## config.mk

```make
export PLATFORM = sky130hd
export DESIGN_NAME = sha256_byte_hasher_core
export DESIGN_NICKNAME = d
export VERILOG_FILES = /design/src/sha_pkg.sv /design/src/sha_ram.sv /design/src/sha_round.sv /design/src/sha256_byte_hasher_core.sv
export SDC_FILE = /design/constraint.sdc
export NUM_CORES = 2
export LEC_CHECK = 0
export BUFFER_PORTS_ARGS = -buffer_cell sky130_fd_sc_hd__buf_2
export CORE_MARGIN = 2
export CORE_UTILIZATION = 45
export CTS_BUF_LIST = sky130_fd_sc_hd__clkbuf_8
export CTS_CLUSTER_DIAMETER = 60
export DETAILED_ROUTE_END_ITERATION = 6
export GPL_TIMING_DRIVEN = 1
export PLACE_DENSITY = 0.63
export SLEW_MARGIN = 20
export SYNTH_ARGS = -nofsm -noshare
export SYNTH_HDL_FRONTEND = slang
export SYNTH_SLANG_ARGS = --single-unit
```

## constraint.sdc

```tcl
create_clock -name clk_i -period 40.3 [get_ports clk_i]
set_input_delay 2.015 -clock clk_i [delete_from_list [all_inputs] [get_ports clk_i]]
set_output_delay 2.015 -clock clk_i [all_outputs]
set_load 0.05 [all_outputs]
```

## src/sha_pkg.sv

```systemverilog
// Package with SHA-256 constants, payload types and round functions.
package sha_pkg;

  typedef struct packed {
    logic       action;
    logic [7:0] data_byte;
  } in_item_t;

  typedef struct packed {
    logic [63:0] digest_word;
    logic [1:0]  word_index;
    logic        is_last;
  } out_item_t;

  localparam logic ActAbsorb = 1'b0;
  localparam logic ActFinish = 1'b1;
  localparam logic [7:0] PadByte = 8'h80;
  localparam int unsigned LenPos = 56;

  localparam logic [31:0] RoundK [64] = '{
    32'h428a2f98, 32'h71374491, 32'hb5c0fbcf, 32'he9b5dba5, 32'h3956c25b, 32'h59f111f1,
    32'h923f82a4, 32'hab1c5ed5, 32'hd807aa98, 32'h12835b01, 32'h243185be, 32'h550c7dc3,
    32'h72be5d74, 32'h80deb1fe, 32'h9bdc06a7, 32'hc19bf174, 32'he49b69c1, 32'hefbe4786,
    32'h0fc19dc6, 32'h240ca1cc, 32'h2de92c6f, 32'h4a7484aa, 32'h5cb0a9dc, 32'h76f988da,
    32'h983e5152, 32'ha831c66d, 32'hb00327c8, 32'hbf597fc7, 32'hc6e00bf3, 32'hd5a79147,
    32'h06ca6351, 32'h14292967, 32'h27b70a85, 32'h2e1b2138, 32'h4d2c6dfc, 32'h53380d13,
    32'h650a7354, 32'h766a0abb, 32'h81c2c92e, 32'h92722c85, 32'ha2bfe8a1, 32'ha81a664b,
    32'hc24b8b70, 32'hc76c51a3, 32'hd192e819, 32'hd6990624, 32'hf40e3585, 32'h106aa070,
    32'h19a4c116, 32'h1e376c08, 32'h2748774c, 32'h34b0bcb5, 32'h391c0cb3, 32'h4ed8aa4a,
    32'h5b9cca4f, 32'h682e6ff3, 32'h748f82ee, 32'h78a5636f, 32'h84c87814, 32'h8cc70208,
    32'h90befffa, 32'ha4506ceb, 32'hbef9a3f7, 32'hc67178f2
  };

  localparam logic [31:0] InitH [8] = '{
    32'h6a09e667, 32'hbb67ae85, 32'h3c6ef372, 32'ha54ff53a,
    32'h510e527f, 32'h9b05688c, 32'h1f83d9ab, 32'h5be0cd19
  };

  function automatic logic [31:0] ror32(logic [31:0] x, int unsigned n);
    return (x >> n) | (x << (32 - n));
  endfunction

  function automatic logic [31:0] ssig0(logic [31:0] x);
    return ror32(x, 7) ^ ror32(x, 18) ^ (x >> 3);
  endfunction

  function automatic logic [31:0] ssig1(logic [31:0] x);
    return ror32(x, 17) ^ ror32(x, 19) ^ (x >> 10);
  endfunction

  function automatic logic [31:0] bsig0(logic [31:0] x);
    return ror32(x, 2) ^ ror32(x, 13) ^ ror32(x, 22);
  endfunction

  function automatic logic [31:0] bsig1(logic [31:0] x);
    return ror32(x, 6) ^ ror32(x, 11) ^ ror32(x, 25);
  endfunction

endpackage

```

## src/sha_ram.sv

```systemverilog
// Generic single-port synchronous RAM with registered read.
module sha_ram #(
  parameter int unsigned Width = 8,
  parameter int unsigned Depth = 64
) (
  input  logic                     clk_i,
  input  logic                     we_i,
  input  logic [$clog2(Depth)-1:0] addr_i,
  input  logic [Width-1:0]         wdata_i,
  output logic [Width-1:0]         rdata_o
);

  logic [Width-1:0] mem_q [Depth];

  always_ff @(posedge clk_i) begin
    if (we_i) begin
      mem_q[addr_i] <= wdata_i;
    end
    rdata_o <= mem_q[addr_i];
  end

endmodule

```

## src/sha_round.sv

```systemverilog
// One SHA-256 round with a 16-word rolling message schedule.
module sha_round import sha_pkg::*; (
  input  logic        clk_i,
  input  logic        load_i,
  input  logic [31:0] h_i [8],
  input  logic        step_i,
  input  logic [5:0]  round_i,
  input  logic [31:0] w_new_i,
  output logic [31:0] v_o [8]
);

  logic [31:0] v_q [8];
  logic [31:0] w_q [16];
  logic [31:0] w_cur, t1, t2;

  always_comb begin
    if (round_i < 6'd16) begin
      w_cur = w_new_i;
    end else begin
      w_cur = w_q[0] + ssig0(w_q[1]) + w_q[9] + ssig1(w_q[14]);
    end
    t1 = v_q[7] + bsig1(v_q[4]) + ((v_q[4] & v_q[5]) ^ (~v_q[4] & v_q[6]))
         + RoundK[round_i] + w_cur;
    t2 = bsig0(v_q[0]) + ((v_q[0] & v_q[1]) ^ (v_q[0] & v_q[2]) ^ (v_q[1] & v_q[2]));
  end

  // The schedule window holds w[i-16] .. w[i-1] with the oldest at index 0.
  always_ff @(posedge clk_i) begin
    if (load_i) begin
      v_q <= h_i;
    end else if (step_i) begin
      v_q[0] <= t1 + t2;
      v_q[1] <= v_q[0];
      v_q[2] <= v_q[1];
      v_q[3] <= v_q[2];
      v_q[4] <= v_q[3] + t1;
      v_q[5] <= v_q[4];
      v_q[6] <= v_q[5];
      v_q[7] <= v_q[6];
      for (int i = 0; i < 15; i++) begin
        w_q[i] <= w_q[i+1];
      end
      w_q[15] <= w_cur;
    end
  end

  assign v_o = v_q;

endmodule

```

## src/sha256_byte_hasher_core.sv

```systemverilog
// SHA-256 byte hasher top level: block buffer memory, sequencer and digest output.
// Each absorbed byte is written to a 64-byte block buffer RAM. The byte that
// fills a block starts a compression, during which input is stalled: a load
// state, 64 byte reads that feed rounds 0..15 as each word completes, 48 more
// rounds at one per cycle after the last schedule word, and a fold state. A
// finish writes the padding one byte per cycle (64 minus the pending byte
// count, or all 64 for a second padded block), runs one or two compressions
// and then offers the four 64-bit digest words, most significant first, the
// last one marked by is_last. The next message starts from the standard
// initial hash values.
module sha256_byte_hasher_core import sha_pkg::*; (
  input  logic      clk_i,
  input  logic      rst_ni,
  input  logic      in_valid_i,
  output logic      in_stall_o,
  input  in_item_t  in_data_i,
  output logic      out_valid_o,
  input  logic      out_stall_i,
  output out_item_t out_data_o
);

  typedef enum logic [2:0] {
    StIdle, StPad, StLoad, StRun, StFold, StEmit
  } state_e;

  state_e      state_q;
  logic [5:0]  fill_q;
  logic [60:0] total_q;
  logic [31:0] h_q [8];
  logic        final_q;   // this compression ends the message
  logic        two_q;     // a second padded block follows
  logic [5:0]  pidx_q;    // pad write index
  logic [6:0]  rcnt_q;    // round counter
  logic [1:0]  bsel_q;    // byte within word while loading
  logic [31:0] wacc_q;
  logic        wval_q;
  logic [1:0]  oidx_q;
  logic [5:0]  raddr_q;
  logic        rd_pend_q;

  logic        ram_we;
  logic [5:0]  ram_addr;
  logic [7:0]  ram_wdata, ram_rdata;
  logic [31:0] v [8];
  logic        rnd_load, rnd_step;
  logic [63:0] bits;
  logic        in_acc;

  assign bits = {total_q, 3'b000};
  assign in_stall_o = (state_q != StIdle);
  assign in_acc = in_valid_i && !in_stall_o;

  sha_ram #(.Width(8), .Depth(64)) u_buf (
    .clk_i(clk_i), .we_i(ram_we), .addr_i(ram_addr), .wdata_i(ram_wdata),
    .rdata_o(ram_rdata)
  );

  sha_round u_round (
    .clk_i(clk_i), .load_i(rnd_load), .h_i(h_q), .step_i(rnd_step),
    .round_i(rcnt_q[5:0]), .w_new_i(wacc_q), .v_o(v)
  );

  // Buffer port: absorb writes in idle, padding writes in pad, reads in load and run.
  always_comb begin
    ram_we = 1'b0;
    ram_addr = raddr_q;
    ram_wdata = in_data_i.data_byte;
    if (state_q == StIdle) begin
      ram_we = in_acc && (in_data_i.action == ActAbsorb);
      ram_addr = fill_q;
    end else if (state_q == StPad) begin
      ram_we = 1'b1;
      ram_addr = pidx_q;
      // The second padded block carries no 0x80 marker.
      if (!final_q && pidx_q == fill_q) begin
        ram_wdata = PadByte;
      end else if (!two_q && pidx_q >= 6'(LenPos)) begin
        ram_wdata = bits[8*(63 - pidx_q) +: 8];
      end else begin
        ram_wdata = 8'h00;
      end
    end else if (state_q == StLoad) begin
      ram_addr = 6'd0;
    end
  end

  assign rnd_load = (state_q == StLoad);
  // Rounds 0..15 step when a full word is assembled; later rounds every cycle.
  assign rnd_step = (state_q == StRun) && (rcnt_q < 7'd16 ? wval_q : 1'b1);

  always_ff @(posedge clk_i or negedge rst_ni) begin
    if (!rst_ni) begin
      state_q <= StIdle;
      fill_q <= '0;
      total_q <= '0;
      h_q <= InitH;
      final_q <= 1'b0;
      two_q <= 1'b0;
      pidx_q <= '0;
      rcnt_q <= '0;
      bsel_q <= '0;
      wval_q <= 1'b0;
      oidx_q <= '0;
      raddr_q <= '0;
      rd_pend_q <= 1'b0;
      wacc_q <= '0;
    end else begin
      unique case (state_q)
        StIdle: begin
          if (in_acc) begin
            if (in_data_i.action == ActAbsorb) begin
              fill_q <= fill_q + 6'd1;
              total_q <= total_q + 61'd1;
              if (fill_q == 6'd63) begin
                final_q <= 1'b0;
                state_q <= StLoad;
              end
            end else begin
              two_q <= (fill_q >= 6'(LenPos));
              pidx_q <= fill_q;
              state_q <= StPad;
            end
          end
        end
        StPad: begin
          pidx_q <= pidx_q + 6'd1;
          if (pidx_q == 6'd63) begin
            final_q <= !two_q;
            state_q <= StLoad;
          end
        end
        StLoad: begin
          raddr_q <= 6'd1;
          rd_pend_q <= 1'b1;
          rcnt_q <= '0;
          bsel_q <= '0;
          wval_q <= 1'b0;
          state_q <= StRun;
        end
        StRun: begin
          // Byte read from the address issued last cycle arrives now.
          if (rd_pend_q) begin
            wacc_q <= {wacc_q[23:0], ram_rdata};
            bsel_q <= bsel_q + 2'd1;
            wval_q <= (bsel_q == 2'd3);
            raddr_q <= raddr_q + 6'd1;
            if (bsel_q == 2'd3 && rcnt_q == 7'd15) begin
              rd_pend_q <= 1'b0;
            end
          end else begin
            wval_q <= 1'b0;
          end
          if (rnd_step) begin
            rcnt_q <= rcnt_q + 7'd1;
            if (rcnt_q == 7'd63) begin
              state_q <= StFold;
            end
          end
        end
        StFold: begin
          for (int i = 0; i < 8; i++) begin
            h_q[i] <= h_q[i] + v[i];
          end
          fill_q <= '0;
          if (two_q) begin
            two_q <= 1'b0;
            final_q <= 1'b1;
            pidx_q <= '0;
            state_q <= StPad;
          end else if (final_q) begin
            oidx_q <= '0;
            state_q <= StEmit;
          end else begin
            state_q <= StIdle;
          end
        end
        StEmit: begin
          if (!out_stall_i) begin
            oidx_q <= oidx_q + 2'd1;
            if (oidx_q == 2'd3) begin
              h_q <= InitH;
              total_q <= '0;
              fill_q <= '0;
              final_q <= 1'b0;
              state_q <= StIdle;
            end
          end
        end
        default: state_q <= StIdle;
      endcase
    end
  end

  // In load, address 0 is presented so its byte arrives in the first run cycle.
  assign out_valid_o = (state_q == StEmit);
  assign out_data_o.digest_word = {h_q[{oidx_q, 1'b0}], h_q[{oidx_q, 1'b1}]};
  assign out_data_o.word_index = oidx_q;
  assign out_data_o.is_last = (oidx_q == 2'd3);

  ap_stall_busy: assert property (@(posedge clk_i) disable iff (!rst_ni)
    (state_q != StIdle) |-> in_stall_o) else $error("input taken while busy");
  ap_emit_order: assert property (@(posedge clk_i) disable iff (!rst_ni)
    (out_valid_o && !out_stall_i && !out_data_o.is_last) |=>
    (out_valid_o && out_data_o.word_index == $past(out_data_o.word_index) + 2'd1))
    else $error("digest words out of order");
  ap_round_bound: assert property (@(posedge clk_i) disable iff (!rst_ni)
    (state_q == StRun) |-> (rcnt_q < 7'd64)) else $error("round counter overrun");
  ap_fill_reset: assert property (@(posedge clk_i) disable iff (!rst_ni)
    (out_valid_o && !out_stall_i && out_data_o.is_last) |=>
    (fill_q == 6'd0 && total_q == '0)) else $error("state not cleared after digest");

endmodule

```

==> metrics.md <==
| Metric | Value |
|---|---|
| Status | completed |
| Final net count | approximately 8900 |
| Vias | around 66000 |
| Syn avg cell area | 11.2 sq um |
| Post-CTS Setup Inserts | 0 |
| DRT Pass-1 Iters | 6 |
| Setup slack, reg-to-reg | 29670 ps |
| Tmin final | approximately 11000 ps |
| Crit Path Max Fanout | 6 |
| Slew HR | approximately 18% |
| CTS tree | yes |
| Final Hold Viols | 0 |
| Die width | roughly 450 um |
| Drt initial violations | 7744 |
| Number of global-route vias before repair | 64500 |
| Crit path to | u_round.v_o[127] |
| Clk root buf | clkbuf_8 |
| Core area | just over 200000 sq um |
| Antenna Nets Post-Route | 0 |
| Reg2reg start | u_round.w_q[1][210] |
| Total GRT Usage | a little over a quarter |
| CP startpoint | u_round.w_q[1][210] |
| DRC | 0 |
| Synthesized flop and latch total | 1673 |
| Mapped Area | about 90000 sq um |
| CTS max path bufs | 4 |
| Post-synth ARST share | around 23% |
| CTS Sinks | between 1500 and 2000 |
| Detailed Route WL | ~290 mm |
| Sequential fraction of the synthesis area | between 50 and 60% |
| Die H | between 400 and 500 um |
| Top Family by Delay on Critical Path | compound AO/OA/AOI/OAI gates |
| Leakage | 41.0 nW |
| Yosys warnings | 0 |
| Count of cell types in the netlist | 102 |
| H-tree depth | 5 |
| Post-CTS sizing | 0 |
| Hpwl dp | around 200 mm |
| Number of setup violations in the final report | 0 |
| EDFF count, synth | roughly 1300 |
| Unrepaired setup endpoints after global routing | no |
| Via density | roughly 5.9 |
| Worst-margin pin slew | around 1200 ps |
| CP Class | flip-flop to flip-flop |
| Syn_nets | approximately 9000 |
| CP Depth | 36 |
| Global-route wire length before repair | between 400 and 500 mm |
| # Max-Cap Violations | 0 |
| Worst hold path type | flip-flop to flip-flop |
| Reg2reg path depth | 36 |
| Worst path bufs/invs | 1 |
| CP Data Required Time | just over 40000 ps |
| Max Fclk | about 94 MHz |
| Slew Limit Fails | 0 |
| Layout cells sized above 1 | approximately a tenth |
| Post-CTS Hold Fix Bufs | 0 |
| Worst path arrival time | 11430 ps |
| CP startpoint kind | flip-flop |
| # rows | 165 |
| Most frequent cells in the layout | nand2_1 (1302), edfxtp_1 (1280), a21oi_1 (626) |
| Final Cycle Share | around a quarter |
| Initial Util | between 40% and 50% |
| Worst-skew pair later-pin latency | roughly 1100 ps |
| Pwr dens | roughly 34 nW/um^2 |
| Clock Skew | about 93 ps |
| Routability cong. | 0.980 |
| Final core occ | about 50% |
| CP max stage delay | around 500 ps |
| Area grow syn2layout | 9.78% |
| Clock transition at path regs | around 60 ps |
| Slowest cell on crit path | fa_1 |
| Wire per inst | around 26 um |
| Ys flop type | edfxtp_1 |
| Num CTS Buffers | 307 |
| R2R Path End | u_round.v_o[127] |
| Overflow after GRT | 0 |
| Commonest non-fill, non-tap cell in the layout | nand2_1 |
| TNS Setup | 0 ps |
| Critical path endpoint category | flip-flop |
| VDD IR-drop max | 0.0349 mV |
| Full die area | slightly above 200000 sq um |
| Initial antenna violation count | 11 |
| Crit-path most repeated cell | fa_1 |
| I/O Pins | just over 80 |
| Mapped Cells | about 8000 |
| Port-buffer cells | 81 |
| Pin count of the biggest net entering global routing | about 140 |
through the flow:
stage / hold WS (ps) / cell area, sq um / setup WS (ps) / power, W / std cells
6_report: 371 / 100000 / 29670 / 0.00337 / 11200
4_1_cts: 355 / 100000 / 29770 / 0.00340 / 11200
3_3_place_gp: 400 / 94600 / 29910 / 0.00190 / 10600
3_5_place_dp: 405 / 94600 / 29820 / 0.00190 / 10600
5_1_grt: 377 / 100000 / 29090 / 0.00348 / 11200
2_1_floorplan: 398 / 91200 / 9820 / 0.00189 / 8163
power breakdown:
part	switching (W)	internal (W)	leakage, nW
combinational	0.0000183	0.00000230	20.8
sequential	0.000000257	0.00185	17.0
clock	0.000719	0.000786	3.23
total	0.000737	0.00264	41.0
flip-flops by register name (all words and copies together) (netlist names), 2 cells and up:
| signal | flops |
|---|---|
| pidx_q | 6 |
| rcnt_q | 7 |
| fill_q | 6 |
| u_round.w_q | 512 |
| raddr_q | 6 |
| u_buf.mem_q | 512 |
| bsel_q | 2 |
| u_buf.rdata_o | 8 |
| u_round.v_o | 256 |
| oidx_q | 2 |
| wacc_q | 32 |
| total_q | 61 |
| state_q | 3 |
| h_q | 256 |
how the worst min path moves through the flow:
stage | start | to | slack (ps) | cells past startpoint
floorplan | u_buf.rdata_o[7] | wacc_q[7] | 400 | 2
global placement | u_round.w_q[0][250] | u_round.w_q[0][218] | 400 | 0
detailed placement | u_round.w_q[0][134] | u_round.w_q[0][102] | 400 | 0
CTS | u_round.w_q[1][115] | u_round.w_q[1][83] | 360 | 0
global route | u_round.w_q[1][175] | u_round.w_q[1][143] | 380 | 0
finish | u_round.w_q[1][175] | u_round.w_q[1][143] | 370 | 0
cell usage after synthesis, types with 50 or more instances:
master    number  share of area, %
nand2_1     1305               5.4
edfxtp_1    1280                42
a21oi_1      626               3.4
nor2_1       521               2.1
ha_1         410               5.6
o21ai_0      400               2.2
inv_1        379               1.6
xnor2_1      374               3.6
clkbuf_1     294               1.2
xor2_1       256               2.5
dfrtp_1      249               6.8
fa_1         195               4.3
a21o_1       183               1.5
nand3_1      155              0.85
dfstp_2      136               3.9
mux4_2        89               2.2
o21a_1        78              0.64
nor3_1        71              0.39
mux2i_1       70              0.77
a22oi_1       65              0.53
a211oi_1      63              0.52
o21bai_1      63              0.52
nand2b_1      62              0.43
and3_1        51              0.35
nor2b_1       50              0.34
final cells by class:
type,instances,area [sq um]
fillers,17900,102000
multi-input cells,5738,40200
repair buffers,177,1200
flip-flops and latches,1673,48400
diodes,5,12.5
well taps,2672,3340
inverters,383,1450
clock buffers,339,4670
clock inverters,190,870
routing by layer:
layer	global-route usage, %	part of all wire, %	routed length [um]	up-vias
li1	-	-	-	29500
met1	38.6	42	120000	32900
met2	41.5	44	127000	3106
met3	5.26	9.0	25700	525
met4	12.0	4.6	13200	0
met5	0	0	0	-
kinds of logic (layout without fill, tap and decap cells):
family          Yosys count  in the layout  synth area share (%)
simple gates           2397           2397                  11.3
compound gates         1917           1917                  13.2
flops                  1673           1673                  53.1
buf+inv                 752           1089                  3.14
xor+xnor                632            632                  6.10
fa+ha+maj               623            623                  10.1
mux                     169            169                  3.09
other cells               0              5                     0
Power figures use the tool's default switching activity.
